## src/rfr_pkg.sv

```systemverilog
`default_nettype none

package rfr_pkg;

    localparam int MAX_PAYLOAD_BYTES = 3;
    localparam int PAYLOAD_W         = 8 * MAX_PAYLOAD_BYTES;
    localparam int CFG_ADDR_W        = 3;
    localparam int CFG_DATA_W        = 16;

    typedef enum logic [1:0] {
        CMD_ARM  = 2'd0,
        CMD_BYTE = 2'd1,
        CMD_TICK = 2'd2,
        CMD_RSVD = 2'd3
    } cmd_t;

    localparam logic [1:0] ST_GOOD    = 2'd0;
    localparam logic [1:0] ST_BADSUM  = 2'd1;
    localparam logic [1:0] ST_TIMEOUT = 2'd2;

    localparam logic [CFG_ADDR_W-1:0] REG_START_CODE    = 3'd0;
    localparam logic [CFG_ADDR_W-1:0] REG_EXP_COMMAND   = 3'd1;
    localparam logic [CFG_ADDR_W-1:0] REG_EXP_LENGTH    = 3'd2;
    localparam logic [CFG_ADDR_W-1:0] REG_BYTE_TIMEOUT  = 3'd3;
    localparam logic [CFG_ADDR_W-1:0] REG_TOTAL_TIMEOUT = 3'd4;

    localparam logic [7:0]  RST_START_CODE    = 8'd170;
    localparam logic [7:0]  RST_EXP_COMMAND   = 8'd1;
    localparam logic [1:0]  RST_EXP_LENGTH    = 2'd1;
    localparam logic [15:0] RST_BYTE_TIMEOUT  = 16'd100;
    localparam logic [15:0] RST_TOTAL_TIMEOUT = 16'd500;

    typedef struct packed {
        logic [7:0]  start_code;
        logic [7:0]  expected_command;
        logic [1:0]  expected_length;
        logic [15:0] byte_timeout_ticks;
        logic [15:0] total_timeout_ticks;
    } cfg_t;

endpackage

`default_nettype wire

```

## src/reply_frame_receiver.sv

```systemverilog
// Channel  | Ports                        | Beat
// input    | s_valid s_ready              | s_command, s_rx_byte
// result   | m_valid m_ready              | m_status, m_payload
// config   | cfg_we                       | cfg_addr, cfg_wdata
//
// One beat per cycle while no result is stalled. An accepted beat is held in the
// input register, the frame state updates from it, and any result lands in the
// output register.
// While a result waits on m_ready, the beat in the input register waits too;
// s_ready then stays high only while the input register is empty.
// Synchronous active-low reset: idle, disarmed, config at defaults.
`default_nettype none

module reply_frame_receiver
    import rfr_pkg::*;
(
    input  wire logic                  aclk,
    input  wire logic                  aresetn,
    input  wire logic                  s_valid,
    output wire logic                  s_ready,
    input  wire logic [1:0]            s_command,
    input  wire logic [7:0]            s_rx_byte,
    output wire logic                  m_valid,
    input  wire logic                  m_ready,
    output wire logic [1:0]            m_status,
    output wire logic [PAYLOAD_W-1:0]  m_payload,
    input  wire logic                  cfg_we,
    input  wire logic [CFG_ADDR_W-1:0] cfg_addr,
    input  wire logic [CFG_DATA_W-1:0] cfg_wdata
);

    cfg_t cfg;

    rfr_cfg_regs u_cfg (
        .aclk     (aclk),
        .aresetn  (aresetn),
        .cfg_we   (cfg_we),
        .cfg_addr (cfg_addr),
        .cfg_wdata(cfg_wdata),
        .cfg      (cfg)
    );

    // input register
    logic       in_valid_reg;
    cmd_t       in_cmd_reg;
    logic [7:0] in_byte_reg;

    // frame state
    logic                 armed_reg,   armed_next;
    logic [2:0]           pos_reg,     pos_next;
    logic [7:0]           sum_reg,     sum_next;
    logic [PAYLOAD_W-1:0] acc_reg,     acc_next;
    logic [15:0]          gap_reg,     gap_next;
    logic [15:0]          elapsed_reg, elapsed_next;

    // output register
    logic                 m_valid_reg,   m_valid_next;
    logic [1:0]           m_status_reg,  m_status_next;
    logic [PAYLOAD_W-1:0] m_payload_reg, m_payload_next;

    logic proc_go;
    logic emit;
    logic good;
    logic bad;
    logic [2:0] pay_end;
    logic [7:0] len_byte;

    assign proc_go = in_valid_reg && (!m_valid_reg || m_ready);
    assign s_ready = !in_valid_reg || proc_go;
    assign pay_end  = {1'b0, cfg.expected_length} + 3'd3;
    assign len_byte = {6'd0, cfg.expected_length};

    always_comb begin
        armed_next     = armed_reg;
        pos_next       = pos_reg;
        sum_next       = sum_reg;
        acc_next       = acc_reg;
        gap_next       = gap_reg;
        elapsed_next   = elapsed_reg;
        emit           = 1'b0;
        good           = 1'b0;
        bad            = 1'b0;
        m_status_next  = m_status_reg;
        m_payload_next = m_payload_reg;

        if (proc_go) begin
            case (in_cmd_reg)
                CMD_ARM: begin
                    armed_next   = 1'b1;
                    pos_next     = 3'd0;
                    sum_next     = 8'd0;
                    acc_next     = '0;
                    gap_next     = 16'd0;
                    elapsed_next = 16'd0;
                end
                CMD_TICK: begin
                    if (armed_reg) begin
                        if (gap_reg != 16'hFFFF) gap_next = gap_reg + 16'd1;
                        if (elapsed_reg != 16'hFFFF) elapsed_next = elapsed_reg + 16'd1;
                        if (gap_next >= cfg.byte_timeout_ticks) begin
                            emit           = 1'b1;
                            m_status_next  = ST_TIMEOUT;
                            m_payload_next = '0;
                        end
                    end
                end
                CMD_BYTE: begin
                    if (armed_reg) begin
                        gap_next = 16'd0;
                        if (pos_reg == 3'd0) begin
                            if (in_byte_reg == cfg.start_code) begin
                                sum_next = in_byte_reg;
                                acc_next = '0;
                                pos_next = 3'd1;
                            end
                        end else if (pos_reg == 3'd1) begin
                            if (in_byte_reg != cfg.expected_command) begin
                                pos_next = 3'd0;
                            end else begin
                                sum_next = sum_reg + in_byte_reg;
                                pos_next = 3'd2;
                            end
                        end else if (pos_reg == 3'd2) begin
                            if (in_byte_reg != len_byte
                                || len_byte > 8'(MAX_PAYLOAD_BYTES)) begin
                                pos_next = 3'd0;
                            end else begin
                                sum_next = sum_reg + in_byte_reg;
                                pos_next = 3'd3;
                            end
                        end else if (pos_reg < pay_end) begin
                            acc_next = {acc_reg[PAYLOAD_W-9:0], in_byte_reg};
                            sum_next = sum_reg + in_byte_reg;
                            pos_next = pos_reg + 3'd1;
                        end else begin
                            good = (in_byte_reg == sum_reg);
                            bad  = !good;
                        end

                        if (elapsed_reg > cfg.total_timeout_ticks) begin
                            emit           = 1'b1;
                            m_status_next  = ST_TIMEOUT;
                            m_payload_next = '0;
                        end else if (good) begin
                            emit           = 1'b1;
                            m_status_next  = ST_GOOD;
                            m_payload_next = acc_next;
                        end else if (bad) begin
                            emit           = 1'b1;
                            m_status_next  = ST_BADSUM;
                            m_payload_next = '0;
                        end
                    end
                end
                default: ;
            endcase

            if (emit) begin
                armed_next = 1'b0;
                pos_next   = 3'd0;
            end
        end

        m_valid_next = m_valid_reg && !m_ready;
        if (emit) m_valid_next = 1'b1;
    end

    always_ff @(posedge aclk) begin
        if (!aresetn) begin
            in_valid_reg <= 1'b0;
            armed_reg    <= 1'b0;
            pos_reg      <= 3'd0;
            sum_reg      <= 8'd0;
            acc_reg      <= '0;
            gap_reg      <= 16'd0;
            elapsed_reg  <= 16'd0;
            m_valid_reg  <= 1'b0;
        end else begin
            if (s_ready) in_valid_reg <= s_valid;
            armed_reg   <= armed_next;
            pos_reg     <= pos_next;
            sum_reg     <= sum_next;
            acc_reg     <= acc_next;
            gap_reg     <= gap_next;
            elapsed_reg <= elapsed_next;
            m_valid_reg <= m_valid_next;
        end
    end

    always_ff @(posedge aclk) begin
        if (s_ready && s_valid) begin
            in_cmd_reg  <= cmd_t'(s_command);
            in_byte_reg <= s_rx_byte;
        end
        m_status_reg  <= m_status_next;
        m_payload_reg <= m_payload_next;
    end

    assign m_valid   = m_valid_reg;
    assign m_status  = m_status_reg;
    assign m_payload = m_payload_reg;

endmodule

`default_nettype wire

```

## src/rfr_cfg_regs.sv

```systemverilog
`default_nettype none

module rfr_cfg_regs
    import rfr_pkg::*;
(
    input  wire logic                  aclk,
    input  wire logic                  aresetn,
    input  wire logic                  cfg_we,
    input  wire logic [CFG_ADDR_W-1:0] cfg_addr,
    input  wire logic [CFG_DATA_W-1:0] cfg_wdata,
    output cfg_t                       cfg
);

    cfg_t cfg_reg;
    cfg_t cfg_next;

    always_comb begin
        cfg_next = cfg_reg;
        if (cfg_we) begin
            case (cfg_addr)
                REG_START_CODE:    cfg_next.start_code          = cfg_wdata[7:0];
                REG_EXP_COMMAND:   cfg_next.expected_command    = cfg_wdata[7:0];
                REG_EXP_LENGTH:    cfg_next.expected_length     = cfg_wdata[1:0];
                REG_BYTE_TIMEOUT:  cfg_next.byte_timeout_ticks  = cfg_wdata;
                REG_TOTAL_TIMEOUT: cfg_next.total_timeout_ticks = cfg_wdata;
                default: ;
            endcase
        end
    end

    always_ff @(posedge aclk) begin
        if (!aresetn) begin
            cfg_reg.start_code          <= RST_START_CODE;
            cfg_reg.expected_command    <= RST_EXP_COMMAND;
            cfg_reg.expected_length     <= RST_EXP_LENGTH;
            cfg_reg.byte_timeout_ticks  <= RST_BYTE_TIMEOUT;
            cfg_reg.total_timeout_ticks <= RST_TOTAL_TIMEOUT;
        end else begin
            cfg_reg <= cfg_next;
        end
    end

    assign cfg = cfg_reg;

endmodule

`default_nettype wire

```

## config.mk

```make
export PLATFORM = sky130hd
export DESIGN_NAME = reply_frame_receiver
export DESIGN_NICKNAME = d
export VERILOG_FILES = /design/src/rfr_pkg.sv /design/src/reply_frame_receiver.sv /design/src/rfr_cfg_regs.sv
export SDC_FILE = /design/constraint.sdc
export NUM_CORES = 1
export LEC_CHECK = 0
export ABC_AREA = 1
export BUFFER_PORTS_ARGS = -buffer_cell sky130_fd_sc_hd__buf_2
export CORE_ASPECT_RATIO = 0.5
export CORE_MARGIN = 2
export CORE_UTILIZATION = 55
export CTS_CLUSTER_DIAMETER = 150
export DETAILED_ROUTE_END_ITERATION = 7
export HOLD_SLACK_MARGIN = 0.06
export PLACE_DENSITY = 0.85
export SKIP_CTS_REPAIR_TIMING = 1
export SYNTH_ARGS = -nofsm -noshare
export SYNTH_HDL_FRONTEND = slang
export SYNTH_HIERARCHICAL = 1
export SYNTH_SLANG_ARGS = --single-unit
export TNS_END_PERCENT = 1
```

## constraint.sdc

```tcl
create_clock -name aclk -period 9.24 [get_ports aclk]
set_input_delay 0 -clock aclk [delete_from_list [all_inputs] [get_ports aclk]]
set_output_delay 0 -clock aclk [all_outputs]
set_load 0.005 [all_outputs]
```

== Yosys cells after proc, flatten, opt, wreduce, memory -nomap -nowiden ==
Index checks and enable logic that the tools add are counted.

* Add/subtract/negate cells: 5
* Order comparisons: 4
* Equal/unequal tests: 26
* Mux-type cells: 76
* Reduce and logical (&&, ||, !) cells: 31

{| class="wikitable"
|+ Operator list
! operator !! number
|-
| 24-bit two-way mux || 12
|-
| 16-bit two-way mux || 8
|-
| 24-bit case mux with 2 select lines || 2
|-
| 8-bit two-way mux || 8
|-
| 16-bit case mux with 3 select lines || 1
|-
| 16-bit by 1-bit adder with 16-bit output, second input constant || 2
|-
| 16-bit != test, second input constant || 2
|-
| 16-bit case mux with 2 select lines || 1
|-
| 1-bit two-way mux || 25
|-
| 3-bit two-way mux || 7
|-
| 8-bit == test || 2
|-
| 16-bit >= comparator || 1
|-
| 16-bit > comparator || 1
|-
| 2-bit two-way mux || 8
|-
| 8-bit case mux with 2 select lines || 1
|-
| 4-bit != test, second input constant || 3
|-
| 2-bit AND reduction || 6
|-
| 5-bit != test, second input constant || 2
|-
| 3-bit by 2-bit == test with 1-bit output, second input constant || 3
|-
| 8-bit adder || 1
|-
| 2-bit != test, second input constant || 4
|-
| 8-bit by 2-bit != test with 1-bit output || 1
|-
| 8-bit != test || 1
|-
| 4-bit AND reduction || 2
|-
| 24 further kinds || 38
|}

* Register bits after elaboration: 156
* Bits of input ports: 34
* Output and inout bits: 28
* Logic and storage cells: 159

== Logic depth before layout (Yosys ltp) ==
Gate-level depths: netlist of run 1.

* Word-level depth: 17
* Depth in mapped cells: 27
* Gate-level depth less buffers: 27

== Modules after synthesis ==
The synthesis of run 1 kept the hierarchy.

{| class="wikitable"
|+ Modules (own cells, without submodules)
! module !! instances !! cells each !! area an instance (µm²) !! seq. area each (µm²)
|-
| reply_frame_receiver || 1 || 912 || 6779.0 || 2482.4
|-
| rfr_cfg_regs || 1 || 291 || 2008.2 || 1001.0
|}

== Least setup slack after synthesis of run 1 ==
No wires, ideal clock.

* Path type: register -> register
* From: reg gap_reg[0]
* To: reg m_payload_reg[0], in the netlist m_payload[0], enable pin
* Library setup time: 0.409 ns
* Data arrival time: 3.413 ns
* Data required time: 8.831 ns
* Path slack: 5.418 ns
* Cell stages (with the launch flop): 19
* Buffers on the path: 0
* Period minus slack after synthesis: 3.822 ns
* Cells stage by stage: dfxtp_1 > ha_1 > nand3_2 > nor2_4 > nand2_2 > nor2_4 > nand2_4 > nor2_8 > nor2_1 > xor2_1 > ha_1 > nand2_1 > inv_1 > nand3_1 > nor3_1 > nand2_1 > nand3_1 > o21ai_0 > nor2_1

* Longest elaborated chain between the ends: 8
* Elaborated cells on any way between the ends: 9
* Classes of those cells: 1 x add/sub; 1 x order compare; 2 x eq/ne; 4 x mux; 1 x reduce/logical

{| class="wikitable"
|+ Ends and longest elaborated chain
! element !! line !! text
|-
| start: declaration || reply_frame_receiver.sv:53 || <nowiki>logic [15:0] gap_reg, gap_next;</nowiki>
|-
| start signal: assignment || reply_frame_receiver.sv:184 || <nowiki>gap_reg <= gap_next;</nowiki>
|-
| 16-bit by 1-bit adder with 16-bit output / 16-bit != test (equally long branches) || reply_frame_receiver.sv:98 || <nowiki>if (gap_reg != 16'hFFFF) gap_next = gap_reg + 16'd1;</nowiki>
|-
| 16-bit two-way mux * || reply_frame_receiver.sv:98 ||
|-
| 16-bit two-way mux * || reply_frame_receiver.sv:97 || <nowiki>if (armed_reg) begin</nowiki>
|-
| 16-bit two-way mux * || reply_frame_receiver.sv:87 || <nowiki>case (in_cmd_reg)</nowiki>
|-
| 16-bit two-way mux * || reply_frame_receiver.sv:86 || <nowiki>if (proc_go) begin</nowiki>
|-
| 16-bit >= comparator * || reply_frame_receiver.sv:100 || <nowiki>if (gap_next >= cfg.byte_timeout_ticks) begin</nowiki>
|-
| 2-bit != test (no line) * || n/a ||
|-
| 6-bit AND reduction (no line) * || n/a ||
|-
| end signal: assignment || reply_frame_receiver.sv:196 || <nowiki>m_payload_reg <= m_payload_next;</nowiki>
|-
| end: declaration || reply_frame_receiver.sv:59 || <nowiki>logic [PAYLOAD_W-1:0] m_payload_reg, m_payload_next;</nowiki>
|}

Every way passes the cells marked *; elsewhere a longest branch is shown, timed or not. The select of a mux whose other input is x is not followed.
A chain may end at the register's enable or synchronous reset.

== Worst setup path in the final report of run 1 ==
* From: reg gap_reg[0]
* To: reg m_payload_reg[2], in the netlist m_payload[2], enable pin

Same word-level chain as after synthesis.

==> summary.txt, run 1 <==
Run status
  • Status: finished clean

Synth
  • Yosys warns: 6
  • Async S/R FF share, synth: 0
  • Syn Std Cell Area: 0.00879 sq mm
  • Most frequent cell after synthesis: nand2_1
  • Number of flops mapped to enable cells by yosys: 36
  • Area share of the largest cell type after synthesis: 0.273
  • Post-Synthesis Cells: 1203
  • Synth cell types: 50
  • Seq/Total Area, Yosys: 0.396
  • Avg Cell Area, Syn: 7.30 sq um
  • Area leader, netlist: dfxtp_1
  • Synthesized flop and latch total: 156
  • Ys flop type: dfxtp_1
  • Syn_nets: 1290
  • Post-synth top cells: nand2_1 (304), inv_1 (152), nor2_1 (148), dfxtp_1 (120), nand3_1 (99)
  • Top cells by area, synth: dfxtp_1 (27%), nand2_1 (13%), edfxtp_1 (12%)

Global route
  • Pin count of the biggest net entering global routing: 56
  • Vias in the first global route: between 7k and 8k
  • Initial antenna violation count: 0
  • Total Routing Usage GR: 0.252
  • First-pass GRT wire length: 34.8 mm
  • Grt total ovfl: 0

Place
  • Placer Congestion: 0.901
  • I/O Buffers: 61
  • Hpwl dp: 14.6 mm
  • Placed Instances: around 1.4k

Job
  • Max cap viols: 0

Routing
  • Drc violations: 0
  • Routed vias/inst: 5.51
  • Drt first pass iters: 5
  • Final ANT Viol Nets: 0
  • Starting DRT DRC Count: approximately 950
  • Post-Route WL: 22.0 mm
  • DR WL/cell: 14.7 um
  • Vias: 8244

Floorplan
  • Initial core utilization: 0.567
  • Core area: around 0.015 sq mm
  • Die area: 0.0171 sq mm
  • I/O pin total: between 60 and 70
  • Die width: 183 um
  • Floorplan row count: 32
  • Die Y: 93.4 um

STA
  • Slew Viols, Final: 0
  • Fmax: around 250 MHz
  • Final Hold Violating Endpoints: 0
  • Part of the cycle the worst path needs: 0.436
  • Clk_skew: 0.0106 ns
  • Slew margin rel.: 0.149
  • Fin Setup TNS: 0 ns
  • Final Setup Violations: 0
  • RSZ-0062 raised after global routing: no
  • Slew @ Worst Pin: 1.27 ns
  • Minimum clock period: just over 4 ns

Worst setup path
  • Slowest cell delay on critical path: 0.95 ns
  • Worst path required time: approximately 9.3 ns
  • Delay-heaviest family, CP: simple AND/OR/NAND/NOR gates
  • Critical Path Start: gap_reg[0]
  • Type of the worst setup path: reg2reg
  • Worst path arrival time: 4.06 ns
  • CP Capture Type: flop
  • Critical path's slowest cell: nor2_2
  • Reg-to-reg startpoint: gap_reg[0]
  • Peak fanout along the critical path: 26
  • WP buf/inv: 1
  • CP startpoint kind: flop
  • Crit-path cells: ha_1 > nand3_2 > nor2_4 > nand2_2 > nor2_4 > nand2_4 > nor2_8 > nor2_1 > xor2_1 > ha_1 > nand2_1 > inv_1 > nand3_1 > nor3_1 > nand2_1 > nand3_1 > o21ai_0 > nor2_2

Clock tree
  • Total CTS buffers: 17
  • Max Root-Sink Buffers: 2
  • Clk root buf: clkbuf_16
  • Sink Count: 156
  • TritonCTS clock tree: yes
  • Worst skew pair latency: 0.43 ns
  • H-tree levels: 4
  • Clk slew on worst S/H paths: 0.07 ns

Power and ir drop
  • VDD IR max: 0.000140 V
  • Leak: roughly 4.4 nW
  • Pwr/cell area: 155 mW/mm^2

Cells and area
  • Syn-to-layout area delta: 14.6%
  • Fillers: 1211
  • Final net count: 1366
  • Final std cells w/o fill: roughly 1.5k
  • Final Util: 0.650
  • Share of cells above drive strength 1: 0.123
  • Number of diodes: 0
  • Max reg flops: 50

Hold path
  • Worst min path class: in2reg
  • Hold path startpoint: cfg_addr[0]
## final timing paths
path	endpoint	slack, ns	cells after the start
worst min-delay path	u_cfg/cfg[33]	0.07	5
worst min register to register	acc_reg[16]	0.46	2
worst max register to register	m_payload[2]	5.21	18
worst max-delay path	m_payload[2]	5.21	18
## layer usage
layer  vias up  track usage  share of wire
li1       4029            -              -
met1      3813        0.317           0.43
met2       345        0.437           0.48
met3        57       0.0397          0.065
met4         0        0.100          0.021
met5         -            0              0
## cells in the final DEF (no fill, tap or decap), types with 2 or more instances in the layout
| master | count |
|---|---|
| o21a_1 | 2 |
| clkinvlp_4 | 4 |
| nor4_1 | 5 |
| nand2_2 | 7 |
| xor2_1 | 9 |
| o21ai_1 | 10 |
| o31ai_2 | 10 |
| a211oi_1 | 8 |
| inv_1 | 152 |
| inv_8 | 3 |
| nand4_1 | 10 |
| or2_2 | 3 |
| clkbuf_16 | 17 |
| nor3_1 | 11 |
| dlygate4sd3_1 | 31 |
| clkinv_4 | 2 |
| nor2_2 | 4 |
| inv_6 | 4 |
| a31oi_1 | 6 |
| a21oi_2 | 3 |
| buf_2 | 61 |
| o21ai_0 | 15 |
| inv_2 | 15 |
| nor3_2 | 3 |
| dfxtp_1 | 120 |
| xnor2_1 | 13 |
| nor2_4 | 6 |
| ha_1 | 52 |
| a21o_1 | 3 |
| nand3_1 | 99 |
| nor2_1 | 147 |
| edfxtp_1 | 36 |
| xor2_2 | 3 |
| a21oi_1 | 91 |
| buf_4 | 2 |
| nor2_8 | 2 |
| nand2_1 | 304 |
## where the power goes
group,switching (W),internal [W],total [W]
sequential,0.0000122,0.000709,0.000721
combinational,0.0000962,0.0000471,0.000143
clock,0.000317,0.000380,0.000696
## through the flow
step	cell area (sq um)	total power, W	hold slack [ns]	setup slack, ns
3_3_place_gp	9180	0.000858	0.177	5.37
5_1_grt	10100	0.00161	0.0774	4.76
2_1_floorplan	8790	0.000828	0.0989	5.42
3_5_place_dp	9180	0.000863	0.179	5.24
6_report	10100	0.00156	0.0671	5.21
4_1_cts	9760	0.00155	-0.262	5.19
## worst reg2reg max path, cell delays in order, from the launching register on
cell	delay [ns]
dfxtp_1	0.40
ha_1	0.24
nand3_2	0.13
nor2_4	0.15
nand2_2	0.10
nor2_4	0.14
nand2_4	0.09
nor2_8	0.17
nor2_1	0.07
xor2_1	0.16
ha_1	0.31
nand2_1	0.06
inv_1	0.06
nand3_1	0.07
nor3_1	0.22
nand2_1	0.11
nand3_1	0.10
o21ai_0	0.10
nor2_2	0.95
## cell families after synthesis
kind of cell | after synthesis | synth area share
xor+xnor | 25 | 0.0275
flops | 156 | 0.396
simple gates | 610 | 0.301
compound gates | 155 | 0.106
buf+inv | 204 | 0.0921
fa+ha+maj | 53 | 0.0763
## area by class of cell
class	instances	area, sq um	share of cell area
Tap cell	204	255	0.0253
Sequential cell	156	3480	0.346
Clock inverter	15	151	0.0150
Timing Repair Buffer	94	631	0.0626
Clock buffer	17	425	0.0422
Multi-Input combinational cell	843	4500	0.447
Inverter	167	627	0.0623
(Power assumes the default switching activity.)
==> run 2: changes to the inputs <==
PLACE_DENSITY = 0.88   (was 0.85)
clock period = 3.4 ns   (was 9.24 ns; I/O delays follow)
==> summary.txt, run 2 (synthesis results as in run 1) <==
Run status
  • Status: finished clean

Clock tree
  • TritonCTS clock tree: yes
  • Worst skew pair latency: 0.42 ns
  • Clk slew on worst S/H paths: 0.07 ns
  • Max Root-Sink Buffers: 2
  • H-tree levels: 4
  • Sink Count: 156
  • Clk root buf: clkbuf_16
  • Total CTS buffers: 17

Worst setup path
  • Reg-to-reg startpoint: gap_reg[1]
  • Worst path arrival time: 3.49 ns
  • CP Capture Type: flop
  • Critical Path Start: gap_reg[1]
  • Type of the worst setup path: reg2reg
  • Peak fanout along the critical path: 8
  • Worst path required time: ~3.7 ns
  • CP startpoint kind: flop

Cells and area
  • Post-route cell area: 0.0102 sq mm
  • Commonest non-fill, non-tap cells in the layout: nand2_1 (303), inv_1 (152), nor2_1 (147)
  • Fillers: 1177
  • Max reg flops: 50
  • Share of cells above drive strength 1: 0.136
  • Number of diodes: 0
  • Final net count: about 1.4k
  • Syn-to-layout area delta: 16.5%
  • Most common cell after layout, fill and taps aside: nand2_1

Global route
  • Pin count of the biggest net entering global routing: 55
  • Vias in the first global route: 7904
  • Initial antenna violation count: 0
  • Grt total ovfl: 0
  • Total Routing Usage GR: 0.262
  • First-pass GRT wire length: 36.1 mm

Power and ir drop
  • VDD IR max: around 0.00041 V
  • Tot Pwr: 0.00434 W
  • Pwr/cell area: 424 mW/mm^2
  • Leak: approximately 4.5 nW

Floorplan
  • Die area: roughly 0.017 sq mm
  • Floorplan row count: 32
  • Die width: 183 um
  • Initial core utilization: 0.567
  • Die Y: slightly above 90 um
  • I/O pin total: 62
  • Core area: 0.0155 sq mm

STA
  • Final Setup Violations: 0
  • Fmax: ~320 MHz
  • Minimum clock period: about 3.2 ns
  • Part of the cycle the worst path needs: 0.933
  • Clk_skew: between 0.009 and 0.01 ns
  • Slew margin rel.: 0.283
  • Final hold slack: a little over 0.1 ns
  • Final Hold Violating Endpoints: 0
  • Fin Setup TNS: 0 ns
  • Final worst setup slack: 0.229 ns
  • Slew Viols, Final: 0
  • Slew @ Worst Pin: around 1.1 ns
  • RSZ-0062 raised after global routing: yes

Routing
  • Drt first pass iters: 5
  • Starting DRT DRC Count: 925
  • Vias: 8462
  • Post-Route WL: 22.8 mm
  • Routed vias/inst: 5.62
  • Drc violations: 0
  • DR WL/cell: 15.1 um
  • Final ANT Viol Nets: 0

Hold path
  • Worst min path class: in2reg
  • Hold path startpoint: cfg_we

Place
  • Post-placement worst setup slack: 0.104 ns
  • Placer Congestion: about 0.91
  • Hpwl dp: 15.0 mm
  • DP Area: 0.00925 sq mm
  • I/O Buffers: 61

Job
  • Max cap viols: 0
run 2: changes by cell type in the layout (fill, tap and decap cells not counted), moves of 2 or more:
| cell | previous run | this run |
|---|---|---|
| buf_4 | 2 | 10 |
| a21oi_2 | 3 | 5 |
| dfxtp_1 | 120 | 118 |
| a21oi_1 | 91 | 89 |
| dlygate4sd3_1 | 31 | 33 |
| dfxtp_2 | 0 | 2 |
run 2: cell type report:
| type | instances | area [sq um] | share of cell area |
|---|---|---|---|
| well taps | 204 | 255 | 0.0249 |
| clock inverters | 15 | 178 | 0.0174 |
| clock buffers | 17 | 425 | 0.0416 |
| multi-input cells | 843 | 4530 | 0.443 |
| flip-flops and latches | 156 | 3490 | 0.341 |
| inverters | 167 | 627 | 0.0612 |
| repair buffers | 105 | 731 | 0.0714 |
run 2: critical path: stages, from the launching register on:
cell and delay, ns:
dfxtp_2 0.37, ha_2 0.22, nand3_2 0.12, nor2_4 0.13, nand2_2 0.08, nor2_4 0.13
nand2_4 0.09, nor2_8 0.19, nor3_4 0.08, a21oi_2 0.14, nor2_2 0.06, ha_1 0.30
nand2_1 0.10, nor3_1 0.21, nand2_1 0.11, nand4_1 0.11, nand2_1 0.05, inv_1 0.06
nand3_2 0.12, nand2_4 0.12, nand2_1 0.07, nor2_1 0.13, nor2_1 0.05
run 2: where the power goes:
part           leakage, nW  total (W)  switching (W)  internal (W)
Sequential            1.35    0.00196      0.0000343       0.00193
Combinational         2.84   0.000408       0.000271      0.000137
Clock                0.287    0.00197       0.000857       0.00111
Total                 4.47    0.00434        0.00116       0.00317
run 2: metal layers:
layer / routed length, um / up-vias / GRT usage
met5: 0 / - / 0
met4: 578 / 0 / 0.0941
met3: 1650 / 72 / 0.0440
met2: 10900 / 388 / 0.461
met1: 9650 / 3959 / 0.327
li1: - / 4043 / -
run 2: worst paths after layout:
path                   endpoint  slack, ns  cells past startpoint
setup / recovery     pos_reg[0]       0.23                     22
hold / removal     u_cfg/cfg[9]       0.10                      5
setup reg to reg     pos_reg[0]       0.23                     22
hold reg to reg   u_cfg/cfg[18]       0.47                      2
run 2: per-stage QoR:
stage,instances,utilization
detailed placement,1440,0.597
global placement,1440,0.597
global route,1507,0.661
CTS,1472,0.636
finish,1507,0.661
floorplan,1203,-
==> run 3: changes to the inputs <==
ABC_AREA = not set   (was 1)
CORE_ASPECT_RATIO = 0.75   (was 0.5)
==> summary.txt, run 3 <==
Cells and area
  • Syn-to-layout area delta: 20.9%
  • Commonest non-fill, non-tap cells in the layout: dfxtp_1 (116), nor2_1 (95), nand2_1 (93)
  • Final net count: between 1k and 1.5k
  • Final std cells w/o fill: 1232
  • Final Util: 0.673
  • Most common cell after layout, fill and taps aside: dfxtp_1
  • Number of diodes: 0
  • Fillers: 1047
  • Share of cells above drive strength 1: 0.172
  • Max reg flops: 50

Worst setup path
  • WP buf/inv: 2
  • R2R cell count: 14
  • Worst path arrival time: 3.60 ns
  • Critical Path Start: gap_reg[4]
  • Cell mode on critical path: and4_4
  • Delay-heaviest family, CP: compound AO/OA/AOI/OAI gates
  • Crit-path cells: and4_4 > and4_4 > nand4_1 > buf_6 > mux2_2 > ha_1 > a211o_1 > a31oi_2 > o21ai_2 > a21oi_2 > nand2_2 > a21oi_4 > nor2b_4 > buf_12
  • Critical path's slowest cell: dfxtp_1
  • Reg-to-reg startpoint: gap_reg[4]
  • Slowest cell delay on critical path: 0.34 ns
  • Worst path required time: 3.59 ns
  • Stages on worst setup path: 14
  • CP Capture Point: m_payload[5]
  • Reg2Reg Setup Slack: -0.007 ns
  • Peak fanout along the critical path: 12
  • CP Capture Type: flop
  • CP startpoint kind: flop
  • RR Endpoint: m_payload[5]
  • Type of the worst setup path: reg2reg

Synth
  • Area share of the largest cell type after synthesis: 0.286
  • Syn Std Cell Area: 0.00839 sq mm
  • Post-Synth Adder-Cell Area: 0.0799
  • Compound-Gate Fraction of Synth Area: 0.132
  • Most frequent cell after synthesis: dfxtp_1
  • Syn_nets: 999
  • Area leader, netlist: dfxtp_1
  • Synthesized flop and latch total: 156
  • Post-Synthesis Cells: 912
  • Yosys warns: 6
  • Top cells by area, synth: dfxtp_1 (29%), edfxtp_1 (13%), ha_1 (7.8%)
  • Avg Cell Area, Syn: 9.20 sq um
  • Simple-Gate Fraction of Synth Area: 0.205
  • Number of flops mapped to enable cells by yosys: 36
  • Seq/Total Area, Yosys: 0.415
  • Post-synthesis mux area share: 0.0683
  • Async S/R FF share, synth: 0
  • Largest family of logic cells by synthesized area: simple AND/OR/NAND/NOR gates
  • Synth cell types: 69
  • Post-synth top cells: dfxtp_1 (120), nand2_1 (96), nor2_1 (95), a21oi_1 (55), mux2i_1 (55)
  • XOR/XNOR Fraction of Synth Area: 0.0520
  • Ys flop type: dfxtp_1

Global route
  • Initial antenna violation count: 0
  • Vias in the first global route: 6825
  • Pin count of the biggest net entering global routing: 87
  • Grt total ovfl: 0
  • Total Routing Usage GR: 0.257
  • First-pass GRT wire length: roughly 34 mm

STA
  • Fmax: about 290 MHz
  • Final Hold Violating Endpoints: 0
  • Slew Viols, Final: 0
  • RSZ-0062 raised after global routing: yes
  • Final worst setup slack: -0.00662 ns
  • Minimum clock period: approximately 3.4 ns
  • Clk_skew: 0.00672 ns
  • Slew margin rel.: 0.289
  • Part of the cycle the worst path needs: 1.00
  • Slew @ Worst Pin: 1.06 ns
  • Final hold slack: 0.0838 ns
  • Final Setup Violations: 18

Floorplan
  • Die width: 147 um
  • Core area: 0.0151 sq mm
  • Initial core utilization: 0.557
  • Floorplan row count: 39
  • Die Y: 111 um
  • Die area: 0.0163 sq mm
  • I/O pin total: between 60 and 70

Clock tree
  • Max Root-Sink Buffers: 2
  • Clk root buf: clkbuf_16
  • Clk slew on worst S/H paths: 0.06 ns
  • H-tree levels: 4
  • Worst skew pair latency: 0.43 ns
  • Sink Count: 156
  • TritonCTS clock tree: yes
  • Total CTS buffers: 17

Routing
  • Drc violations: 0
  • Drt first pass iters: 7
  • Vias: 7256
  • Routed vias/inst: 5.89
  • Post-Route WL: 22.1 mm
  • Starting DRT DRC Count: ~840
  • Final ANT Viol Nets: 0
  • DR WL/cell: 18.0 um

Place
  • Hpwl dp: 14.1 mm
  • Placer Congestion: 0.884
  • I/O Buffers: 61
  • Placed Instances: between 1k and 1.5k

Power and ir drop
  • Pwr/cell area: 418 mW/mm^2
  • VDD IR max: 0.000371 V
  • Leak: 4.03 nW

Run status
  • Status: finished with violations
  • Failing checks: negative setup slack

Job
  • Max cap viols: 0

Hold path
  • Worst min path class: in2reg
run 3: cell types whose count changed after synthesis, moves of 10 or more:
cell      change
a21oi_1      -36
a22oi_1      +49
clkbuf_1     +17
inv_1       -108
inv_2        -15
mux2i_1      +55
nand2_1     -208
nand2b_1     +11
nand3_1      -76
nor2_1       -53
nor2b_1      +31
xnor2_1      +10
xor2_1       +16
run 3: worst min path at each step:
stage,start,endpoint,cells past startpoint
after floorplan,s_rx_byte[0],in_byte_reg[0],0
after global placement,s_rx_byte[2],in_byte_reg[2],1
after detailed placement,s_rx_byte[2],in_byte_reg[2],1
after CTS,s_rx_byte[3],in_byte_reg[3],1
after global routing,cfg_we,u_cfg/cfg[32],3
final,cfg_we,u_cfg/cfg[33],3
run 3: logic make-up after synthesis:
| logic type | after synthesis |
|---|---|
| xor gates and xnor gates | 49 |
| and+or+nand+nor | 342 |
| buffers and inverters | 97 |
| AOI/OAI and AO/OA | 158 |
| muxes | 57 |
| DFF | 156 |
| adders and majority gates | 53 |
run 3: routing by layer:
layer / wire length, um / up-vias / GRT usage
met5: 0 / - / 0
met4: 754 / 0 / 0.127
met3: 1480 / 72 / 0.0502
met2: 10600 / 366 / 0.420
met1: 9350 / 3400 / 0.327
li1: - / 3418 / -
run 3: layout make-up:
cell class | instances | area, sq um | area share
clock buffer | 24 | 547 | 0.0539
clock inverter | 8 | 88.8 | 0.00875
inverter | 45 | 169 | 0.0166
multi-input combinational | 660 | 4640 | 0.457
sequential | 156 | 3490 | 0.344
tap | 205 | 256 | 0.0253
timing repair buffer | 134 | 962 | 0.0948
run 3: report_power, final:
group	internal [W]	leakage, nW	switching (W)
combinational	0.000118	2.46	0.000162
sequential	0.00192	1.27	0.0000333
clock	0.00121	0.305	0.000793
run 3: through the flow:
| stage | instance area, sq um | power, W | setup WS [ns] | TNS (ns) |
|---|---|---|---|---|
| after floorplan | 8400 | 0.00214 | 0.105 | 0 |
| after global placement | 9000 | 0.00222 | -0.158 | -4.22 |
| after detailed placement | 9000 | 0.00223 | -0.290 | -8.19 |
| after CTS | 9630 | 0.00420 | -0.331 | -9.37 |
| after global routing | 10200 | 0.00435 | -0.0987 | -2.48 |
| final | 10200 | 0.00424 | -0.00662 | -0.0738 |
run 3: tightest hold or removal path: cells and delay by family:
kind | cells | cell delay, ns
and+or+nand+nor | 1 | 0.22
buffers and inverters | 1 | 0.13
muxes | 1 | 0.10
